===== src/rtl/core/awac_pkg.sv =====
// shared constants and types for the alpha weighted average color core
`timescale 1ns / 1ps

package awac_pkg;

   localparam int unsigned MAX_CANVAS = 256;

   localparam int CHAN_W     = 8;
   localparam int SCALED_W   = 16;
   localparam int SUM_W      = 33;
   localparam int ALPHA_W    = 24;
   localparam int COUNT_W    = 17;
   localparam int SIZE_W     = 9;
   localparam int AREA_W     = 2 * SIZE_W;
   localparam int SIZE_CMP_W = 11;
   localparam int COLOR_W    = 3 * CHAN_W;
   localparam int PIXEL_W    = 4 * CHAN_W;
   localparam int DVS_W      = ALPHA_W + CHAN_W;
   localparam int STEP_W     = 4;

   localparam logic [CHAN_W-1:0] ALPHA_SKIP   = 8'd24;
   localparam logic [CHAN_W-1:0] CHAN_MAX     = 8'd255;
   localparam logic [SIZE_W-1:0] CANVAS_RESET = 9'd64;
   localparam logic [STEP_W-1:0] STEP_LAST    = 4'd8;

   localparam int CSR_ADDR_W = 3;
   localparam int CSR_DATA_W = 32;
   localparam logic CSR_IDX_CANVAS = 1'b0;

   typedef enum logic [1:0] {
      ST_OK   = 2'd0,
      ST_NONE = 2'd1,
      ST_BAD  = 2'd2
   } status_type;

endpackage


===== src/rtl/core/alpha_weighted_average_color_core.sv =====
// alpha weighted average color over one square canvas of bgra pixels
// a pixel without tlast is taken while idle, one pixel per cycle
// after a tlast pixel the block runs S_CHECK, S_DIV (not on a bad or none status)
// and S_DONE; S_DIV runs 9 shared compare/subtract steps for each of 3 channels
// req_tready stays low from the tlast pixel until its result is in the output register
// synchronous active-high reset: canvas_size 64, all sums and the pixel counter zero
`timescale 1ns / 1ps

module alpha_weighted_average_color_core (
   input  logic                             clock,
   input  logic                             reset,
   input  logic                             req_tvalid,
   output logic                             req_tready,
   input  logic [awac_pkg::PIXEL_W-1:0]     req_tdata,   // blue, green, red, alpha
   input  logic                             req_tlast,
   output logic                             rsp_tvalid,
   input  logic                             rsp_tready,
   output logic [awac_pkg::COLOR_W-1:0]     rsp_tdata,   // color (blue, green, red)
   output logic [1:0]                       rsp_tuser,   // status
   input  logic                             csr_psel,
   input  logic                             csr_penable,
   input  logic                             csr_pwrite,
   input  logic [awac_pkg::CSR_ADDR_W-1:0]  csr_paddr,
   input  logic [awac_pkg::CSR_DATA_W-1:0]  csr_pwdata,
   output logic [awac_pkg::CSR_DATA_W-1:0]  csr_prdata,
   output logic                             csr_pready
);
   import awac_pkg::*;

   typedef enum logic [1:0] {
      S_IDLE,
      S_CHECK,
      S_DIV,
      S_DONE
   } state_type;

   localparam logic [1:0] CH_RED   = 2'd0;
   localparam logic [1:0] CH_GREEN = 2'd1;
   localparam logic [1:0] CH_BLUE  = 2'd2;

   function automatic logic [SCALED_W-1:0] scale_chan(input logic [CHAN_W-1:0] c);
      scale_chan = {c, {CHAN_W{1'b0}}} - {{CHAN_W{1'b0}}, c};
   endfunction

   function automatic logic [SUM_W-1:0] sat_sum(input logic [SUM_W-1:0] acc,
                                                input logic [SCALED_W-1:0] add);
      logic [SUM_W:0] s;
      s = {1'b0, acc} + (SUM_W+1)'(add);
      sat_sum = s[SUM_W] ? {SUM_W{1'b1}} : s[SUM_W-1:0];
   endfunction

   state_type               state_ff, state_in;
   logic [SIZE_W-1:0]       canvas_size_ff, canvas_size_in;
   logic [SUM_W-1:0]        red_sum_ff, red_sum_in;
   logic [SUM_W-1:0]        green_sum_ff, green_sum_in;
   logic [SUM_W-1:0]        blue_sum_ff, blue_sum_in;
   logic [ALPHA_W-1:0]      alpha_total_ff, alpha_total_in;
   logic [COUNT_W-1:0]      pixel_count_ff, pixel_count_in;
   logic [SUM_W-1:0]        rem_ff, rem_in;
   logic [DVS_W-1:0]        dvs_ff, dvs_in;
   logic [CHAN_W-1:0]       quo_ff, quo_in;
   logic                    sat_ff, sat_in;
   logic [STEP_W-1:0]       step_ff, step_in;
   logic [1:0]              chan_ff, chan_in;
   logic [COLOR_W-1:0]      color_ff, color_in;
   status_type              status_ff, status_in;
   logic                    rsp_valid_ff, rsp_valid_in;
   logic [COLOR_W-1:0]      rsp_color_ff, rsp_color_in;
   status_type              rsp_status_ff, rsp_status_in;

   logic [CHAN_W-1:0]       pix_blue, pix_green, pix_red, pix_alpha;
   logic                    req_fire;
   logic                    csr_write;
   logic [AREA_W-1:0]       canvas_area;
   logic                    size_bad;
   logic                    count_bad;
   logic                    ge;
   logic [SUM_W-1:0]        diff;
   logic [CHAN_W-1:0]       quo_next;
   logic [CHAN_W-1:0]       chan_byte;
   logic                    rsp_load;
   logic [SUM_W-1:0]        next_sum;

   assign pix_blue  = req_tdata[CHAN_W-1:0];
   assign pix_green = req_tdata[2*CHAN_W-1:CHAN_W];
   assign pix_red   = req_tdata[3*CHAN_W-1:2*CHAN_W];
   assign pix_alpha = req_tdata[4*CHAN_W-1:3*CHAN_W];

   assign req_tready = (state_ff == S_IDLE);
   assign req_fire   = req_tvalid && req_tready;

   assign csr_pready = 1'b1;
   assign csr_write  = csr_psel && csr_penable && csr_pwrite && csr_pready;
   assign csr_prdata = (csr_paddr[2] == CSR_IDX_CANVAS) ?
                       {{(CSR_DATA_W-SIZE_W){1'b0}}, canvas_size_ff} : '0;

   assign canvas_area = AREA_W'(canvas_size_ff) * AREA_W'(canvas_size_ff);
   assign size_bad    = (canvas_size_ff == '0) ||
                        (SIZE_CMP_W'(canvas_size_ff) > SIZE_CMP_W'(MAX_CANVAS));
   assign count_bad   = ({{(AREA_W-COUNT_W){1'b0}}, pixel_count_ff} != canvas_area);

   // shared compare/subtract against the shifted weight
   assign ge        = (rem_ff >= {{(SUM_W-DVS_W){1'b0}}, dvs_ff});
   assign diff      = rem_ff - {{(SUM_W-DVS_W){1'b0}}, dvs_ff};
   assign quo_next  = {quo_ff[CHAN_W-2:0], ge};
   assign chan_byte = sat_ff ? CHAN_MAX : quo_next;

   assign rsp_load  = !rsp_valid_ff || rsp_tready;

   always_comb begin
      unique case (chan_ff)
         CH_RED:   next_sum = green_sum_ff;
         CH_GREEN: next_sum = blue_sum_ff;
         default:  next_sum = blue_sum_ff;
      endcase
   end

   always_comb begin
      state_in       = state_ff;
      canvas_size_in = canvas_size_ff;
      red_sum_in     = red_sum_ff;
      green_sum_in   = green_sum_ff;
      blue_sum_in    = blue_sum_ff;
      alpha_total_in = alpha_total_ff;
      pixel_count_in = pixel_count_ff;
      rem_in         = rem_ff;
      dvs_in         = dvs_ff;
      quo_in         = quo_ff;
      sat_in         = sat_ff;
      step_in        = step_ff;
      chan_in        = chan_ff;
      color_in       = color_ff;
      status_in      = status_ff;
      rsp_valid_in   = rsp_valid_ff && !rsp_tready;
      rsp_color_in   = rsp_color_ff;
      rsp_status_in  = rsp_status_ff;

      if (csr_write && (csr_paddr[2] == CSR_IDX_CANVAS)) begin
         canvas_size_in = csr_pwdata[SIZE_W-1:0];
      end

      unique case (state_ff)
         S_IDLE: begin
            if (req_fire) begin
               if (pixel_count_ff != {COUNT_W{1'b1}}) begin
                  pixel_count_in = pixel_count_ff + 1'b1;
               end
               if (pix_alpha > ALPHA_SKIP) begin
                  blue_sum_in  = sat_sum(blue_sum_ff, scale_chan(pix_blue));
                  green_sum_in = sat_sum(green_sum_ff, scale_chan(pix_green));
                  red_sum_in   = sat_sum(red_sum_ff, scale_chan(pix_red));
                  if ((ALPHA_W+1)'(alpha_total_ff) + (ALPHA_W+1)'(pix_alpha) >
                      (ALPHA_W+1)'({ALPHA_W{1'b1}})) begin
                     alpha_total_in = {ALPHA_W{1'b1}};
                  end else begin
                     alpha_total_in = alpha_total_ff + ALPHA_W'(pix_alpha);
                  end
               end
               if (req_tlast) begin
                  state_in = S_CHECK;
               end
            end
         end
         S_CHECK: begin
            color_in = '0;
            rem_in   = red_sum_ff;
            dvs_in   = {alpha_total_ff, {CHAN_W{1'b0}}};
            quo_in   = '0;
            sat_in   = 1'b0;
            step_in  = '0;
            chan_in  = CH_RED;
            if (size_bad || count_bad) begin
               status_in = ST_BAD;
               state_in  = S_DONE;
            end else if (alpha_total_ff == '0) begin
               status_in = ST_NONE;
               state_in  = S_DONE;
            end else begin
               status_in = ST_OK;
               state_in  = S_DIV;
            end
         end
         S_DIV: begin
            dvs_in = dvs_ff >> 1;
            if (step_ff == '0) begin
               // first step only checks for a quotient of 256 or more
               sat_in = ge;
            end else begin
               quo_in = quo_next;
               if (ge) begin
                  rem_in = diff;
               end
            end
            if (step_ff == STEP_LAST) begin
               color_in = {color_ff[COLOR_W-CHAN_W-1:0], chan_byte};
               if (chan_ff == CH_BLUE) begin
                  state_in = S_DONE;
               end else begin
                  chan_in = chan_ff + 1'b1;
                  rem_in  = next_sum;
                  dvs_in  = {alpha_total_ff, {CHAN_W{1'b0}}};
                  quo_in  = '0;
                  sat_in  = 1'b0;
                  step_in = '0;
               end
            end else begin
               step_in = step_ff + 1'b1;
            end
         end
         S_DONE: begin
            if (rsp_load) begin
               rsp_valid_in   = 1'b1;
               rsp_color_in   = color_ff;
               rsp_status_in  = status_ff;
               red_sum_in     = '0;
               green_sum_in   = '0;
               blue_sum_in    = '0;
               alpha_total_in = '0;
               pixel_count_in = '0;
               state_in       = S_IDLE;
            end
         end
         default: begin
            state_in = S_IDLE;
         end
      endcase
   end

   always_ff @(posedge clock) begin
      if (reset) begin
         state_ff       <= S_IDLE;
         canvas_size_ff <= CANVAS_RESET;
         red_sum_ff     <= '0;
         green_sum_ff   <= '0;
         blue_sum_ff    <= '0;
         alpha_total_ff <= '0;
         pixel_count_ff <= '0;
         step_ff        <= '0;
         chan_ff        <= CH_RED;
         rsp_valid_ff   <= 1'b0;
         rsp_color_ff   <= '0;
         rsp_status_ff  <= ST_OK;
      end else begin
         state_ff       <= state_in;
         canvas_size_ff <= canvas_size_in;
         red_sum_ff     <= red_sum_in;
         green_sum_ff   <= green_sum_in;
         blue_sum_ff    <= blue_sum_in;
         alpha_total_ff <= alpha_total_in;
         pixel_count_ff <= pixel_count_in;
         step_ff        <= step_in;
         chan_ff        <= chan_in;
         rsp_valid_ff   <= rsp_valid_in;
         rsp_color_ff   <= rsp_color_in;
         rsp_status_ff  <= rsp_status_in;
      end
   end

   always_ff @(posedge clock) begin
      rem_ff        <= rem_in;
      dvs_ff        <= dvs_in;
      quo_ff        <= quo_in;
      sat_ff        <= sat_in;
      color_ff      <= color_in;
      status_ff     <= status_in;
   end

   assign rsp_tvalid = rsp_valid_ff;
   assign rsp_tdata  = rsp_color_ff;
   assign rsp_tuser  = rsp_status_ff;

`ifndef NO_ASSERTIONS
   a_error_color_zero: assert property (@(posedge clock) disable iff (reset)
      rsp_tvalid && (rsp_tuser != ST_OK) |-> rsp_tdata == '0)
      else $error("error status with nonzero color");

   a_clear_after_result: assert property (@(posedge clock) disable iff (reset)
      (state_ff == S_DONE) && rsp_load |=>
         (pixel_count_ff == '0) && (alpha_total_ff == '0) && (red_sum_ff == '0))
      else $error("accumulators not cleared after result");

   a_no_zero_divisor: assert property (@(posedge clock) disable iff (reset)
      (state_ff == S_DIV) |-> (alpha_total_ff != '0))
      else $error("divide by zero weight");

   a_step_range: assert property (@(posedge clock) disable iff (reset)
      (state_ff == S_DIV) |-> (step_ff <= STEP_LAST) && (chan_ff != 2'd3))
      else $error("divider step out of range");
`endif

endmodule


===== config.mk =====
export PLATFORM = sky130hd
export DESIGN_NAME = alpha_weighted_average_color_core
export DESIGN_NICKNAME = d
export VERILOG_FILES = /design/src/rtl/core/awac_pkg.sv /design/src/rtl/core/alpha_weighted_average_color_core.sv
export SDC_FILE = /design/constraint.sdc
export NUM_CORES = 1
export LEC_CHECK = 0
export BUFFER_PORTS_ARGS = -buffer_cell sky130_fd_sc_hd__buf_2
export CAP_MARGIN = 10
export CORE_UTILIZATION = 45
export DETAILED_ROUTE_END_ITERATION = 16
export SLEW_MARGIN = 20
export SYNTH_ARGS = -nofsm -noshare
export SYNTH_HDL_FRONTEND = slang
export SYNTH_SLANG_ARGS = --single-unit

===== constraint.sdc =====
create_clock -name clock -period 5.4 [get_ports clock]
set_input_delay 0.54 -clock clock [delete_from_list [all_inputs] [get_ports clock]]
set_output_delay 0.54 -clock clock [all_outputs]
set_load 0.03 [all_outputs]

==> impl_metrics.yaml <==
status:
  status: "finished clean"
timing:
  rsz0062_at_grt: "true"
  fmax_mhz: 187.5
  hold_viol: 0
  finalSetupViolations: 0
  maxSlewViolCount: 0
  worst_hold_slack_ns: 0.1945
  finalCriticalPeriod_ns: 5.334
  worst_pin_slew_ns: 1.084
  clock_skew_ns: 0.02928
  max-slew-margin-rel: 0.2776
  setup_slack_ns: 0.06617
  period_share: 0.9877
floorplanning:
  std_cell_rows: 77
  initial_utilization: 0.4564
  die_h_um: 214.0
  fp.dieW_um: 214.0
  dieArea_um2: 45790
  pin_count: 136
  coreArea_um2: 44320
synthesis:
  synth_area_leaders: "dfxtp_1, edfxtp_1, ha_1, nand2_1, a21oi_1"
  synth_cell_types: 105
  synth_area_leader_cell: "dfxtp_1"
  yosys.area_share.simple: 0.2062
  syn_area_um2: 20220
  netlist.area_leader.share: 0.1821
  yosysWarnings: 0
  netlist_instances: 2403
  synthXorXnorAreaFrac: 0.05283
  synth_ff_type: "dfxtp_1"
  yosysMostFrequentCell: "nand2_1"
  ys_seq_elements: 283
  synth_mux_area_frac: 0.02499
  synth-edff-count: 99
  async_reset_ff_frac: 0
  synth_fa_ha_area_frac: 0.1222
  synth_compound_area_frac: 0.2078
  synth_top_family_by_area: "compound AO/OA/AOI/OAI gates"
  synth_top_cells_by_count: "nand2_1, dfxtp_1, a21oi_1, nor2_1, inv_1"
  ys_seq_area_frac: 0.3291
  syn_area_per_cell_um2: 8.416
cts:
  cts.path.max_buffers: 3
  clock_sinks: 283
  root_buffer: "clkbuf_16"
  clock_latency_ns: 0.56
  numCtsBuffers: 35
  cts_tree: "yes"
  h-tree-depth: 2
  clk_pin_slew_ns: 0.06
global_routing:
  grt_use_met2: 0.3979
  grt_max_degree: 75
  grt_antenna_before_repair: 1
  grt_pass1_wl_um: 89220
  grt_pass1_vias: 17180
  overflow: 0
  grtUsageTotal: 0.2378
  globalRouteMet1Util: 0.3111
  grt-busiest-layer: "met2"
  gr-usage-met3: 0.03710
critical_path:
  max_stage_delay_ns: 0.56
  required_ns: 5.70
  reg2reg_depth: 17
  critPathCaptureType: "flip-flop"
  cp.arrival_ns: 5.64
  critPathKind: "flip-flop to flip-flop"
  start_kind: "flip-flop"
  slowest_stage: "fa_1"
  path_cells: "nand2_4 > fa_1 > buf_6 > fa_1 > fa_2 > fa_1 > inv_1 > ha_2 > or2_4 > a2111oi_4 > nor2_2 > a211oi_2 > o21bai_2 > xnor2_1 > or4_1 > a21o_1 > or3_1"
  path_common_cell: "fa_1"
  critPathMaxFanout: 5
layout:
  fin_area_um2: 22830
  layout.nets: 2740
  drive_above_1_share: 0.1290
  area_delta_synth_final_pct: 12.86
  final_util: 0.5150
power_and_ir_drop:
  p_sw_frac: 0.4261
  combPwrFrac: 0.481
  p_leak_uw: 0.009519
  p_seq_frac: 0.302
  clkPwrFrac: 0.218
  vdd_drop_max_uv: 393.6
  p_switching_uw: 4726
  pwr_density_cell_nw_per_um2: 485.9
  p_int_uw: 6365
routing:
  wl_um: 54590
  vias_per_cell: 5.655
  wl_per_cell_um: 17.54
  postRouteAntennaNets: 0
  dr.first_iter.drc_count: 1264
  vias: 17600
  drtPass1Iterations: 5
  drc: 0
min_path:
  min_path_cells: 2
  hp-class: "input port to flip-flop"
job:
  cap_viol_max_count: 0
place:
  hpwl_um: 40270
  placed_cell_area_um2: 21400
  gp_congestion: 0.9032
  place_ws_ns: -0.3203
  place.port_buffers: 86
## final cells by class
| type | instances | area, µm² |
|---|---|---|
| antenna | 1 | 2.502 |
| sequential | 283 | 6685 |
| clock buffer | 46 | 967.2 |
| inverter | 145 | 544.3 |
| timing repair buffer | 158 | 1002 |
| clock inverter | 18 | 209.0 |
| multi-input combinational | 1869 | 12670 |
| tap | 592 | 740.7 |
| fill | 4272 | 21490 |
## power groups by stage
stage	registers [µW]	clock network (µW)	logic [µW]
3_3_place_gp	3380	0	5170
4_1_cts	3350	2470	5300
2_1_floorplan	3250	0	4030
6_report	3350	2420	5330
5_1_grt	3410	2560	5910
3_5_place_dp	3390	0	5260
## critical path: cells and delay by family (launching register included)
| family | cells | cell delay (ns) |
|---|---|---|
| adders and majority gates | 5 | 2.27 |
| and+or+nand+nor | 5 | 1.17 |
| AOI/OAI and AO/OA | 4 | 0.92 |
| DFF | 1 | 0.38 |
| buffers and inverters | 2 | 0.20 |
| xor gates and xnor gates | 1 | 0.14 |
## kinds of logic (layout without fill, tap and decap cells)
| family | Yosys count | after routing |
|---|---|---|
| compound gates | 639 | 639 |
| xor+xnor | 122 | 122 |
| fa+ha+maj | 173 | 173 |
| buf+inv | 273 | 367 |
| flops | 283 | 283 |
| mux | 49 | 49 |
| other cells | 2 | 25 |
| simple gates | 862 | 862 |
## sequential cells by signal, indices dropped and copies added (netlist names), 4 cells and up
register	count
blue_sum_ff	33
pixel_count_ff	17
rsp_tdata	24
red_sum_ff	33
canvas_size_ff	9
green_sum_ff	33
alpha_total_ff	24
step_ff	4
color_ff	24
rem_ff	33
quo_ff	7
dvs_ff	32
## stage by stage
step / setup TNS [ns] / cells / total power (µW)
floorplan: 0 / 2425 / 7283
global placement: -0.3536 / 3035 / 8544
CTS: 0 / 3104 / 11120
finish: 0 / 3112 / 11090
global route: -0.1170 / 3112 / 11890
detailed placement: -0.4751 / 3035 / 8648
## placed cells by master (no fill, tap or decap), types with 16 or more instances in the layout
master	instances
nor3_1	46
or3_1	16
nor2b_1	26
o21ai_1	27
nand2_1	311
fa_1	39
edfxtp_1	99
o21a_1	22
mux2i_1	37
and2_1	53
a31oi_1	25
buf_2	86
xnor2_1	81
nand3_1	63
o21ai_0	142
nor2_1	172
dfxtp_1	175
clkbuf_16	35
o21bai_1	20
ha_1	125
nand2b_1	21
conb_1	24
a21oi_1	173
inv_1	142
buf_4	66
nand4_1	19
a21o_1	42
nor4_1	22
and3_1	32
xor2_1	41
a211oi_1	35
## final timing paths
check	slack [ns]	from	end
max	0.07	canvas_size_ff[7]	status_ff[1]
min	0.19	csr_pwdata[6]	canvas_size_ff[6]
max reg2reg	0.07	canvas_size_ff[7]	status_ff[1]
min reg2reg	0.45	rsp_tdata[9]	rsp_tdata[9]
## repair_timing
action / 4_1_cts / 5_1_grt
hold buffers: 0 / 0
gates resized for setup: 25 / 17
pin swaps: 27 / 38
setup endpoints to repair: 2 / 2
setup buffers: 5 / 7
## metal layers
| layer | vias up | wire length, µm |
|---|---|---|
| li1 | 8726 | - |
| met1 | 8379 | 24780 |
| met2 | 396 | 25600 |
| met3 | 98 | 2474 |
| met4 | 0 | 1733 |
| met5 | - | 0 |
Power figures use the tool's default switching activity.
